**config.mk**
```make
export PLATFORM = sky130hd
export DESIGN_NAME = sparse_polynomial_adder
export DESIGN_NICKNAME = d
export VERILOG_FILES = /design/src/hdl/spa_pkg.sv /design/src/hdl/spa_ctrl.sv /design/src/hdl/spa_dp.sv /design/src/hdl/sparse_polynomial_adder.sv
export SDC_FILE = /design/constraint.sdc
export NUM_CORES = 1
export LEC_CHECK = 0
export BUFFER_PORTS_ARGS = -buffer_cell sky130_fd_sc_hd__buf_2
export CAP_MARGIN = 40
export CORE_MARGIN = 3
export CORE_UTILIZATION = 50
export DETAILED_ROUTE_END_ITERATION = 12
export GPL_TIMING_DRIVEN = 0
export PLACE_DENSITY = 0.73
export SLEW_MARGIN = 20
export SYNTH_ARGS = -nofsm -noshare
export SYNTH_HDL_FRONTEND = slang
export SYNTH_SLANG_ARGS = --single-unit
```
**constraint.sdc**
```tcl
create_clock -name clk -period 7.7 [get_ports clk]
set_input_delay 1.54 -clock clk [delete_from_list [all_inputs] [get_ports clk]]
set_output_delay 1.54 -clock clk [all_outputs]
set_load 0.05 [all_outputs]
```
**src/hdl/spa_pkg.sv**
```systemverilog
package spa_pkg;

    localparam int FUNC_W  = 2;
    localparam int COEFF_W = 16;
    localparam int SUM_W   = 17;
    localparam int EXP_W   = 16;

    localparam int DEFAULT_MAX_TERMS = 16;

    localparam logic [FUNC_W-1:0] FUNC_LOAD_FIRST  = 2'd0;
    localparam logic [FUNC_W-1:0] FUNC_LOAD_SECOND = 2'd1;
    localparam logic [FUNC_W-1:0] FUNC_ADD         = 2'd2;

    // controller -> datapath
    typedef struct packed {
        logic load_first;
        logic load_second;
        logic start;
        logic step;
    } spa_cmd_t;

    // datapath -> controller
    typedef struct packed {
        logic slot_free;
        logic merge_last;
    } spa_status_t;

endpackage

```
**src/hdl/spa_ctrl.sv**
```systemverilog
module spa_ctrl (
    input  logic                         clk,
    input  logic                         rst_n,
    input  logic                         in_valid,
    output logic                         in_ready,
    input  logic [spa_pkg::FUNC_W-1:0]   func,
    input  spa_pkg::spa_status_t         status,
    output spa_pkg::spa_cmd_t            cmd
);
    import spa_pkg::*;

    typedef enum logic {
        ST_IDLE,
        ST_MERGE
    } state_t;

    state_t state_reg;
    state_t state_next;
    logic   accept;

    assign in_ready = (state_reg == ST_IDLE);
    assign accept   = in_valid && in_ready;

    always_comb
    begin
        cmd.load_first  = accept && (func == FUNC_LOAD_FIRST);
        cmd.load_second = accept && (func == FUNC_LOAD_SECOND);
        cmd.start       = accept && (func == FUNC_ADD);
        cmd.step        = (state_reg == ST_MERGE) && status.slot_free;
    end

    always_comb
    begin
        state_next = state_reg;
        unique case (state_reg)
            ST_IDLE:
            begin
                if (cmd.start)
                begin
                    state_next = ST_MERGE;
                end
            end
            ST_MERGE:
            begin
                if (cmd.step && status.merge_last)
                begin
                    state_next = ST_IDLE;
                end
            end
            default:
            begin
                state_next = ST_IDLE;
            end
        endcase
    end

    always_ff @(posedge clk or negedge rst_n)
    begin
        if (!rst_n)
        begin
            state_reg <= ST_IDLE;
        end
        else
        begin
            state_reg <= state_next;
        end
    end

endmodule

```
**src/hdl/spa_dp.sv**
```systemverilog
module spa_dp #(
    parameter int MAX_TERMS = spa_pkg::DEFAULT_MAX_TERMS
) (
    input  logic                               clk,
    input  logic                               rst_n,
    input  spa_pkg::spa_cmd_t                  cmd,
    output spa_pkg::spa_status_t               status,
    input  logic signed [spa_pkg::COEFF_W-1:0] term_coeff,
    input  logic [spa_pkg::EXP_W-1:0]          term_exp,
    output logic                               out_valid,
    input  logic                               out_ready,
    output logic signed [spa_pkg::SUM_W-1:0]   sum_coeff,
    output logic [spa_pkg::EXP_W-1:0]          sum_exp,
    output logic                               term_valid,
    output logic                               last,
    output logic                               overflow
);
    import spa_pkg::*;

    localparam int CNT_W = $clog2(MAX_TERMS + 1);
    localparam int IDX_W = (MAX_TERMS > 1) ? $clog2(MAX_TERMS) : 1;
    localparam logic [CNT_W-1:0] FULL = CNT_W'(MAX_TERMS);

    logic signed [COEFF_W-1:0] first_coeffs  [MAX_TERMS];
    logic [EXP_W-1:0]          first_exps    [MAX_TERMS];
    logic signed [COEFF_W-1:0] second_coeffs [MAX_TERMS];
    logic [EXP_W-1:0]          second_exps   [MAX_TERMS];

    logic [CNT_W-1:0] cnt1_reg, cnt2_reg;
    logic [CNT_W-1:0] i_reg, j_reg;
    logic [CNT_W-1:0] i_next, j_next;
    logic             dropped_reg;

    logic                      out_valid_reg;
    logic signed [SUM_W-1:0]   sum_coeff_reg, sum_coeff_next;
    logic [EXP_W-1:0]          sum_exp_reg, sum_exp_next;
    logic                      term_valid_reg, term_valid_next;
    logic                      last_reg;
    logic                      overflow_reg;

    logic signed [COEFF_W-1:0] a_c, b_c;
    logic [EXP_W-1:0]          a_e, b_e;
    logic                      ex1, ex2;
    logic                      take_i, take_j;

    // head terms of both lists
    assign a_c = first_coeffs[i_reg[IDX_W-1:0]];
    assign a_e = first_exps[i_reg[IDX_W-1:0]];
    assign b_c = second_coeffs[j_reg[IDX_W-1:0]];
    assign b_e = second_exps[j_reg[IDX_W-1:0]];

    assign ex1 = (i_reg == cnt1_reg);
    assign ex2 = (j_reg == cnt2_reg);

    always_comb
    begin
        take_i          = 1'b0;
        take_j          = 1'b0;
        term_valid_next = 1'b1;
        sum_coeff_next  = '0;
        sum_exp_next    = '0;
        priority if (ex1 && ex2)
        begin
            // both lists empty at the add
            term_valid_next = 1'b0;
        end
        else if (!ex1 && !ex2 && (a_e == b_e))
        begin
            take_i         = 1'b1;
            take_j         = 1'b1;
            sum_coeff_next = SUM_W'(a_c) + SUM_W'(b_c);
            sum_exp_next   = a_e;
        end
        else if (!ex1 && (ex2 || (a_e > b_e)))
        begin
            take_i         = 1'b1;
            sum_coeff_next = SUM_W'(a_c);
            sum_exp_next   = a_e;
        end
        else
        begin
            take_j         = 1'b1;
            sum_coeff_next = SUM_W'(b_c);
            sum_exp_next   = b_e;
        end
    end

    assign i_next = i_reg + CNT_W'(take_i);
    assign j_next = j_reg + CNT_W'(take_j);

    assign status.merge_last = (i_next == cnt1_reg) && (j_next == cnt2_reg);
    assign status.slot_free  = !out_valid_reg || out_ready;

    // term stores: no reset, only entries below the count are read
    always_ff @(posedge clk)
    begin
        if (cmd.load_first && (cnt1_reg != FULL))
        begin
            first_coeffs[cnt1_reg[IDX_W-1:0]] <= term_coeff;
            first_exps[cnt1_reg[IDX_W-1:0]]   <= term_exp;
        end
        if (cmd.load_second && (cnt2_reg != FULL))
        begin
            second_coeffs[cnt2_reg[IDX_W-1:0]] <= term_coeff;
            second_exps[cnt2_reg[IDX_W-1:0]]   <= term_exp;
        end
    end

    always_ff @(posedge clk or negedge rst_n)
    begin
        if (!rst_n)
        begin
            cnt1_reg    <= '0;
            cnt2_reg    <= '0;
            i_reg       <= '0;
            j_reg       <= '0;
            dropped_reg <= 1'b0;
        end
        else
        begin
            if (cmd.load_first)
            begin
                if (cnt1_reg == FULL)
                    dropped_reg <= 1'b1;
                else
                    cnt1_reg <= cnt1_reg + CNT_W'(1);
            end
            if (cmd.load_second)
            begin
                if (cnt2_reg == FULL)
                    dropped_reg <= 1'b1;
                else
                    cnt2_reg <= cnt2_reg + CNT_W'(1);
            end
            if (cmd.start)
            begin
                i_reg <= '0;
                j_reg <= '0;
            end
            if (cmd.step)
            begin
                if (status.merge_last)
                begin
                    cnt1_reg    <= '0;
                    cnt2_reg    <= '0;
                    i_reg       <= '0;
                    j_reg       <= '0;
                    dropped_reg <= 1'b0;
                end
                else
                begin
                    i_reg <= i_next;
                    j_reg <= j_next;
                end
            end
        end
    end

    // output register
    always_ff @(posedge clk or negedge rst_n)
    begin
        if (!rst_n)
        begin
            out_valid_reg <= 1'b0;
        end
        else if (cmd.step)
        begin
            out_valid_reg <= 1'b1;
        end
        else if (out_ready)
        begin
            out_valid_reg <= 1'b0;
        end
    end

    always_ff @(posedge clk)
    begin
        if (cmd.step)
        begin
            sum_coeff_reg  <= sum_coeff_next;
            sum_exp_reg    <= sum_exp_next;
            term_valid_reg <= term_valid_next;
            last_reg       <= status.merge_last;
            overflow_reg   <= dropped_reg;
        end
    end

    assign out_valid  = out_valid_reg;
    assign sum_coeff  = sum_coeff_reg;
    assign sum_exp    = sum_exp_reg;
    assign term_valid = term_valid_reg;
    assign last       = last_reg;
    assign overflow   = overflow_reg;

    a_cnt1_bound: assert property (@(posedge clk) disable iff (!rst_n)
        cnt1_reg <= FULL)
        else $error("first list count beyond capacity");

    a_walk_bound: assert property (@(posedge clk) disable iff (!rst_n)
        (i_reg <= cnt1_reg) && (j_reg <= cnt2_reg))
        else $error("merge index past list end");

    a_clear_after_add: assert property (@(posedge clk) disable iff (!rst_n)
        cmd.step && status.merge_last |=> (cnt1_reg == '0) && (cnt2_reg == '0)
            && !dropped_reg)
        else $error("lists not cleared after add");

    a_no_overrun: assert property (@(posedge clk) disable iff (!rst_n)
        out_valid_reg && !out_ready |=> $stable(sum_coeff_reg) && $stable(last_reg))
        else $error("pending beat overwritten");

endmodule

```
**src/hdl/sparse_polynomial_adder.sv**
```systemverilog
// Sparse polynomial adder. Terms are loaded one per cycle while no add is in
// progress, with func 0 (first polynomial) or func 1 (second), each list in
// descending exponent order, up to MAX_TERMS terms per list; extra terms are
// dropped and reported on the overflow bit of the next add. func 2 merges the
// lists and streams the sum terms, one beat per cycle unless out_ready stalls
// the output, the last beat marked by last; equal exponents are summed (zero
// sums included) and an empty sum gives one beat with term_valid low. An add
// holds the input until it has emitted its last sum term (at least one, at
// most 2*MAX_TERMS): a single head compare feeds the output register whenever
// it has a free slot. The add clears both lists. func 3 is ignored.
module sparse_polynomial_adder #(
    parameter int MAX_TERMS = spa_pkg::DEFAULT_MAX_TERMS
) (
    input  logic                               clk,
    input  logic                               rst_n,
    input  logic                               in_valid,
    output logic                               in_ready,
    input  logic [spa_pkg::FUNC_W-1:0]         func,
    input  logic signed [spa_pkg::COEFF_W-1:0] term_coeff,
    input  logic [spa_pkg::EXP_W-1:0]          term_exp,
    output logic                               out_valid,
    input  logic                               out_ready,
    output logic signed [spa_pkg::SUM_W-1:0]   sum_coeff,
    output logic [spa_pkg::EXP_W-1:0]          sum_exp,
    output logic                               term_valid,
    output logic                               last,
    output logic                               overflow
);
    import spa_pkg::*;

    spa_cmd_t    cmd;
    spa_status_t status;

    spa_ctrl u_ctrl (
        .clk      (clk),
        .rst_n    (rst_n),
        .in_valid (in_valid),
        .in_ready (in_ready),
        .func     (func),
        .status   (status),
        .cmd      (cmd)
    );

    spa_dp #(
        .MAX_TERMS (MAX_TERMS)
    ) u_dp (
        .clk        (clk),
        .rst_n      (rst_n),
        .cmd        (cmd),
        .status     (status),
        .term_coeff (term_coeff),
        .term_exp   (term_exp),
        .out_valid  (out_valid),
        .out_ready  (out_ready),
        .sum_coeff  (sum_coeff),
        .sum_exp    (sum_exp),
        .term_valid (term_valid),
        .last       (last),
        .overflow   (overflow)
    );

endmodule
```
After elaboration in Yosys (flattened, before gate mapping)
Memories as Yosys holds them, arrays and structs flattened.
Index checks and enable logic that the tools add are counted.
{"block": "word_totals", "inputBits": 38, "word_cells": 94, "memories": 4, "mem_bits_rw": 1024, "reg_bits": 59, "output_inout_bits": 38}
{"block": "op_classes", "bitwise": 1, "magnitude_cmp": 1, "n_eq_ne": 11, "n_reduce_logical": 21, "mux": 39, "n_addsub": 5}
{"memory": "u_dp.first_coeffs", "depth": 16, "word_bits": 16, "rd": 1, "rd_ports_with_merged_regs": 0, "write_ports": 1, "line_no": "spa_dp.sv:24", "rtl": "logic signed [COEFF_W-1:0] first_coeffs [MAX_TERMS];"}
{"memory": "u_dp.first_exps", "depth": 16, "word_bits": 16, "rd": 1, "rd_ports_with_merged_regs": 0, "write_ports": 1, "line_no": "spa_dp.sv:25", "rtl": "logic [EXP_W-1:0] first_exps [MAX_TERMS];"}
{"memory": "u_dp.second_coeffs", "depth": 16, "word_bits": 16, "rd": 1, "rd_ports_with_merged_regs": 0, "write_ports": 1, "line_no": "spa_dp.sv:26", "rtl": "logic signed [COEFF_W-1:0] second_coeffs [MAX_TERMS];"}
{"memory": "u_dp.second_exps", "depth": 16, "word_bits": 16, "rd": 1, "rd_ports_with_merged_regs": 0, "write_ports": 1, "line_no": "spa_dp.sv:27", "rtl": "logic [EXP_W-1:0] second_exps [MAX_TERMS];"}
{"cell": "$mux W5", "n": 13}
{"cell": "$mux W17", "n": 2}
{"cell": "$mux W16", "n": 2}
{"cell": "$mux W1", "n": 21}
{"cell": "$eq A5 B5 Y1", "n": 4}
{"cell": "$add A16 B16 Y17", "n": 1}
{"cell": "$eq A16 B16 Y1", "n": 1}
{"cell": "$gt A16 B16 Y1", "n": 1}
{"cell": "$logic_and A1 B1 Y1", "n": 13}
{"cell": "$add A5 B1 Y5", "n": 2}
{"cell": "$add A5 B1 Y5 const B", "n": 2}
{"cell": "$eq A5 B5 Y1 const B", "n": 2}
{"cell": "$ne A5 B5 Y1 const B", "n": 2}
{"cell": "$reduce_bool A2 Y1", "n": 2}
{"cell": "$logic_not A1 Y1", "n": 3}
{"cell": "$eq A2 B1 Y1 const B", "n": 1}
{"cell": "$eq A2 B2 Y1 const B", "n": 1}
{"cell": "$logic_not A2 Y1", "n": 1}
{"cell": "$logic_or A1 B1 Y1", "n": 2}
{"cell": "$pmux W1 S2", "n": 1}
{"cell": "$not A1 Y1", "n": 1}

Depth between registers and ports, before layout
An unclocked memory read counts as a cell.
{"block": "depth", "ltp_word": 13, "ltp_mapped": 26, "ltp_nobuf": 20}

Cells and area by module
A second synthesis with hierarchy kept.
{"block": "hier_totals", "cells_unflattened": 1928, "hier_area_um2": 42881.1}
{"module": "spa_dp", "area_per_inst_um2": 42796.0, "seq_area_each_um2": 32381.1, "cells_each": 1920, "instances": 1}
{"module": "spa_ctrl", "area_per_inst_um2": 85.1, "seq_area_each_um2": 25.0, "cells_each": 8, "instances": 1}

Worst setup path after synthesis
No wires, ideal clock.
{"block": "synth_timing", "path_type": "input to register", "from": "input in_valid", "to": "memory u_dp.second_coeffs[3][0], enable pin", "n_path_buf": 0, "setup_time_ns": 0.594, "required_time_ns": 7.106, "cell_stages": 4, "slack_ns": -0.358, "arrival_ns": 7.463, "path_cell_list": "nand2_1 nor3b_1 nand2_1 a2111oi_0"}
{"block": "synth_via", "elab_chain_len": 5}
{"item": "start, declared", "line_no": "sparse_polynomial_adder.sv:16", "rtl": "input logic in_valid,"}
{"item": "$logic_and A1 B1 Y1", "line_no": "spa_ctrl.sv:22", "rtl": "assign accept = in_valid && in_ready;"}
{"item": "$logic_and A1 B1 Y1", "line_no": "spa_ctrl.sv:27", "rtl": "cmd.load_second = accept && (func == FUNC_LOAD_SECOND);"}
{"item": "$logic_and A1 B1 Y1", "line_no": "spa_dp.sv:102", "rtl": "if (cmd.load_second && (cnt2_reg != FULL))"}
{"item": "$mux W1", "line_no": "spa_dp.sv:102"}
{"item": "$mux W1 (not written as such)", "line_no": "spa_dp.sv:104", "rtl": "second_coeffs[cnt2_reg[IDX_W-1:0]] <= term_coeff;"}
{"item": "end, declared", "line_no": "spa_dp.sv:26"}
No other way between the ends.

==> impl_metrics.tcl <==
set metrics [dict create \
    worstHoldStart "u_dp.out_valid" \
    cts_hold_buf 0 \
    r2r_start "u_dp.j_reg[1]" \
    cp-end-kind "flip-flop" \
    die_y_um 301 \
    power.leakage_nw 16.4 \
    cpMaxStageDelayCell "clkbuf_1" \
    cts.sinks 1083 \
    arrival_ns 7.70 \
    clockBufferDepth 3 \
    synth-edff-count 1060 \
    avgRoutedWirePerCell_um 29.2 \
    grt_pass1_vias 22847 \
    clock_latency_ns 0.67 \
    fillers 5897 \
    critPathMostFrequentCell "ha_1" \
    maxSlewHeadroom_pct 41.2 \
    initial_core_util_pct 50.7 \
    syn_to_final_growth_pct 16.0 \
    ir_drop_uv 303 \
    vias 22687 \
    max_slew.worst_pin.slew_ns 0.879 \
    fin_ws_ns 0.506 \
    syn_avg_cell_area_um2 20.4 \
    crit_fanout 10 \
    routed_via_density 6.26 \
    clkTransAtPathRegs_ns 0.07 \
    core_um2 85500 \
    drv_cap 0 \
    yosys.area.top_type_share_pct 73.4 \
    fin_nets 2467 \
    fin_cells 3622 \
    intPower_mw 12.2 \
    cts_tree "yes" \
    outcome "completed" \
    placed_cells 3415 \
    hold_class "reg -> reg" \
    utilization_pct 58.8 \
    ios 76 \
    pwr-share-seq_pct 37.6 \
    ant_nets 0 \
    chipWidth_um 301 \
    clockPowerShare_pct 28.0 \
    ys_warn_count 0 \
    path_cells "buf_2 -> buf_2 -> clkbuf_1 -> mux4_2 -> a221oi_1 -> ha_1 -> nand2_1 -> nor4_2 -> a21boi_1 -> nor4_2 -> a21o_1 -> buf_4 -> buf_4 -> inv_1 -> ha_1 -> ha_1 -> xor2_1 -> nor4_1 -> nand3_1 -> nor3_2 -> nor2b_1 -> clkbuf_1 -> a21oi_1 -> o21ai_0" \
    wirelength_mm 106 \
    skew_ns 0.0272 \
    multi_input_area_um2 10400 \
    final_cell_mix "edfxtp_1 (1060), mux4_2 (224), mux2i_1 (144)" \
    synth_flop_cell "edfxtp_1" \
    required_ns 8.20 \
    drv_slew 0 \
    syn_nets 2210 \
    syn_area_um2 43400 \
    dieArea_um2 90300 \
    min_to "u_dp.out_valid" \
    period_needed_ns 7.19 \
    cts_buffers 105 \
    drive_above_1_share_pct 25.5 \
    swShare_pct 33.2 \
    grt_max_degree 33 \
    hpwl_mm 68.2 \
    p_comb_share_pct 34.4 \
    reg2reg_depth 24 \
    hold_depth 2 \
    rows 107 \
    ys_types 70 \
    final_common_cell "edfxtp_1" \
    drcViolationCount 0 \
    timing.final.crit_share_pct 93.4 \
    yosysTopAreaCell "edfxtp_1" \
    synth_cells 2127 \
    synthArstFlopShare_pct 2.12 \
    pre_cts_ws_ns 0.788 \
    port_buffers 75 \
    finalHoldViolCount 0 \
    drt_iter0_markers 3001 \
    gr-total-overflow 0 \
    cts-root-buf "clkbuf_16" \
    ys_seq_area_share_pct 74.7 \
    worstReg2RegEnd "u_dp.j_reg[3]" \
    synth.area.top_cells "edfxtp_1 (73%), mux4_2 (12%), mux2i_1 (3.3%)" \
    crit_family "buffers and inverters" \
    cpPeakStageDelay_ns 0.65 \
    hold_slack_ns 0.512 \
    ff2ff_setup_slack_ns 0.51 \
    rsz0062_at_grt "false" \
    grt_use_total_pct 23.7 \
    worstSetupPathType "reg -> reg" \
    post_cts_buffers 0 \
    max_freq_ghz 0.139 \
    fin_tns_setup_ns 0 \
    setup_viol 0 \
    grt_pass1_wl_mm 154 \
    p_per_area_nw_per_um2 363 \
    antenna_found_initial 7 \
    post_cts_resized 0 \
    switchingPower_mw 6.06 \
    cp-start-kind "flip-flop" \
    ys_ff_latch 1083 \
    regArea_um2 32400 \
    gp_congestion 0.894 \
    htreeDepth 3 \
    cp_num_buf_inv 7 \
    drt_pre_antenna_iters 6 \
]
-- cells in the mapped netlist, drive strengths merged (18+ instances only) --
master	number
edfxtp	1060
buf	65
xnor2	18
nor2	71
o21ai	44
a221oi	64
nand3	19
ha	44
dfrtp	23
nand2	76
a22oi	40
clkbuf	44
inv	31
mux2i	144
a21oi	30
mux4	227
-- power by group through the flow --
stage | Combinational, mW | Clock, mW | Sequential (mW)
global placement | 5.95 | 0 | 6.98
finish | 6.29 | 5.11 | 6.85
CTS | 6.19 | 5.17 | 6.85
detailed placement | 6.12 | 0 | 6.97
global route | 6.66 | 5.41 | 6.87
floorplan | 3.92 | 0 | 7.32
-- area by class of cell --
cell class | instances | area share, %
well taps | 1144 | 2.85
clock inverters | 66 | 1.34
multi-input cells | 902 | 20.6
repair buffers | 150 | 3.62
inverters | 33 | 0.246
flip-flops and latches | 1083 | 64.4
clock buffers | 131 | 5.48
plain buffers | 109 | 1.39
diodes | 4 | 0.0199
-- layer usage --
metal | wire length [um] | track usage (%) | part of all wire [%] | vias to the layer above
met5 | 11 | 0 | 0.010 | -
met4 | 3440 | 7.32 | 3.2 | 2
met3 | 10000 | 4.99 | 9.5 | 228
met2 | 50600 | 37.5 | 48 | 1252
met1 | 41800 | 33.4 | 40 | 11823
li1 | - | - | - | 9382
-- worst register-to-register path, cell delays in order (launching register included) --
cell      delay, ns
dfrtp_1        0.38
buf_2          0.25
buf_2          0.29
clkbuf_1       0.65
mux4_2         0.43
a221oi_1       0.60
ha_1           0.34
nand2_1        0.13
nor4_2         0.08
a21boi_1       0.14
nor4_2         0.61
a21o_1         0.19
buf_4          0.18
buf_4          0.27
inv_1          0.08
ha_1           0.20
ha_1           0.31
xor2_1         0.18
nor4_1         0.32
nand3_1        0.14
nor3_2         0.47
nor2b_1        0.12
clkbuf_1       0.28
a21oi_1        0.26
o21ai_0        0.12
-- worst max path at each step --
stage | end | depth (start not counted) | slack [ns] | start
2_1_floorplan | u_dp.second_coeffs[3][0] | 4 | 1.21 | in_valid
3_3_place_gp | u_dp.second_exps[3][7] | 5 | -3.36 | in_valid
3_5_place_dp | u_dp.j_reg[3] | 24 | 0.79 | u_dp.j_reg[1]
4_1_cts | u_dp.j_reg[3] | 24 | 0.66 | u_dp.j_reg[1]
5_1_grt | u_dp.j_reg[2] | 22 | 0.27 | u_dp.i_reg[1]
6_report | u_dp.j_reg[3] | 24 | 0.51 | u_dp.j_reg[1]
-- kinds of logic after synthesis --
| group | Yosys count | share of synthesized area [%] |
|---|---|---|
| DFF | 1083 | 74.7 |
| muxes | 372 | 15.2 |
| AOI/OAI and AO/OA | 227 | 3.82 |
| and+or+nand+nor | 225 | 2.43 |
| buffers and inverters | 142 | 1.89 |
| adders and majority gates | 45 | 1.32 |
| xor gates and xnor gates | 33 | 0.666 |
-- through the flow --
step | area (um2) | power (mW)
after CTS | 50200 | 18.2
after floorplan | 43400 | 11.2
final | 50300 | 18.3
after global placement | 45200 | 12.9
after detailed placement | 46800 | 13.1
after global routing | 50300 | 18.9
No activity file was read; power rests on OpenSTA's default activity.
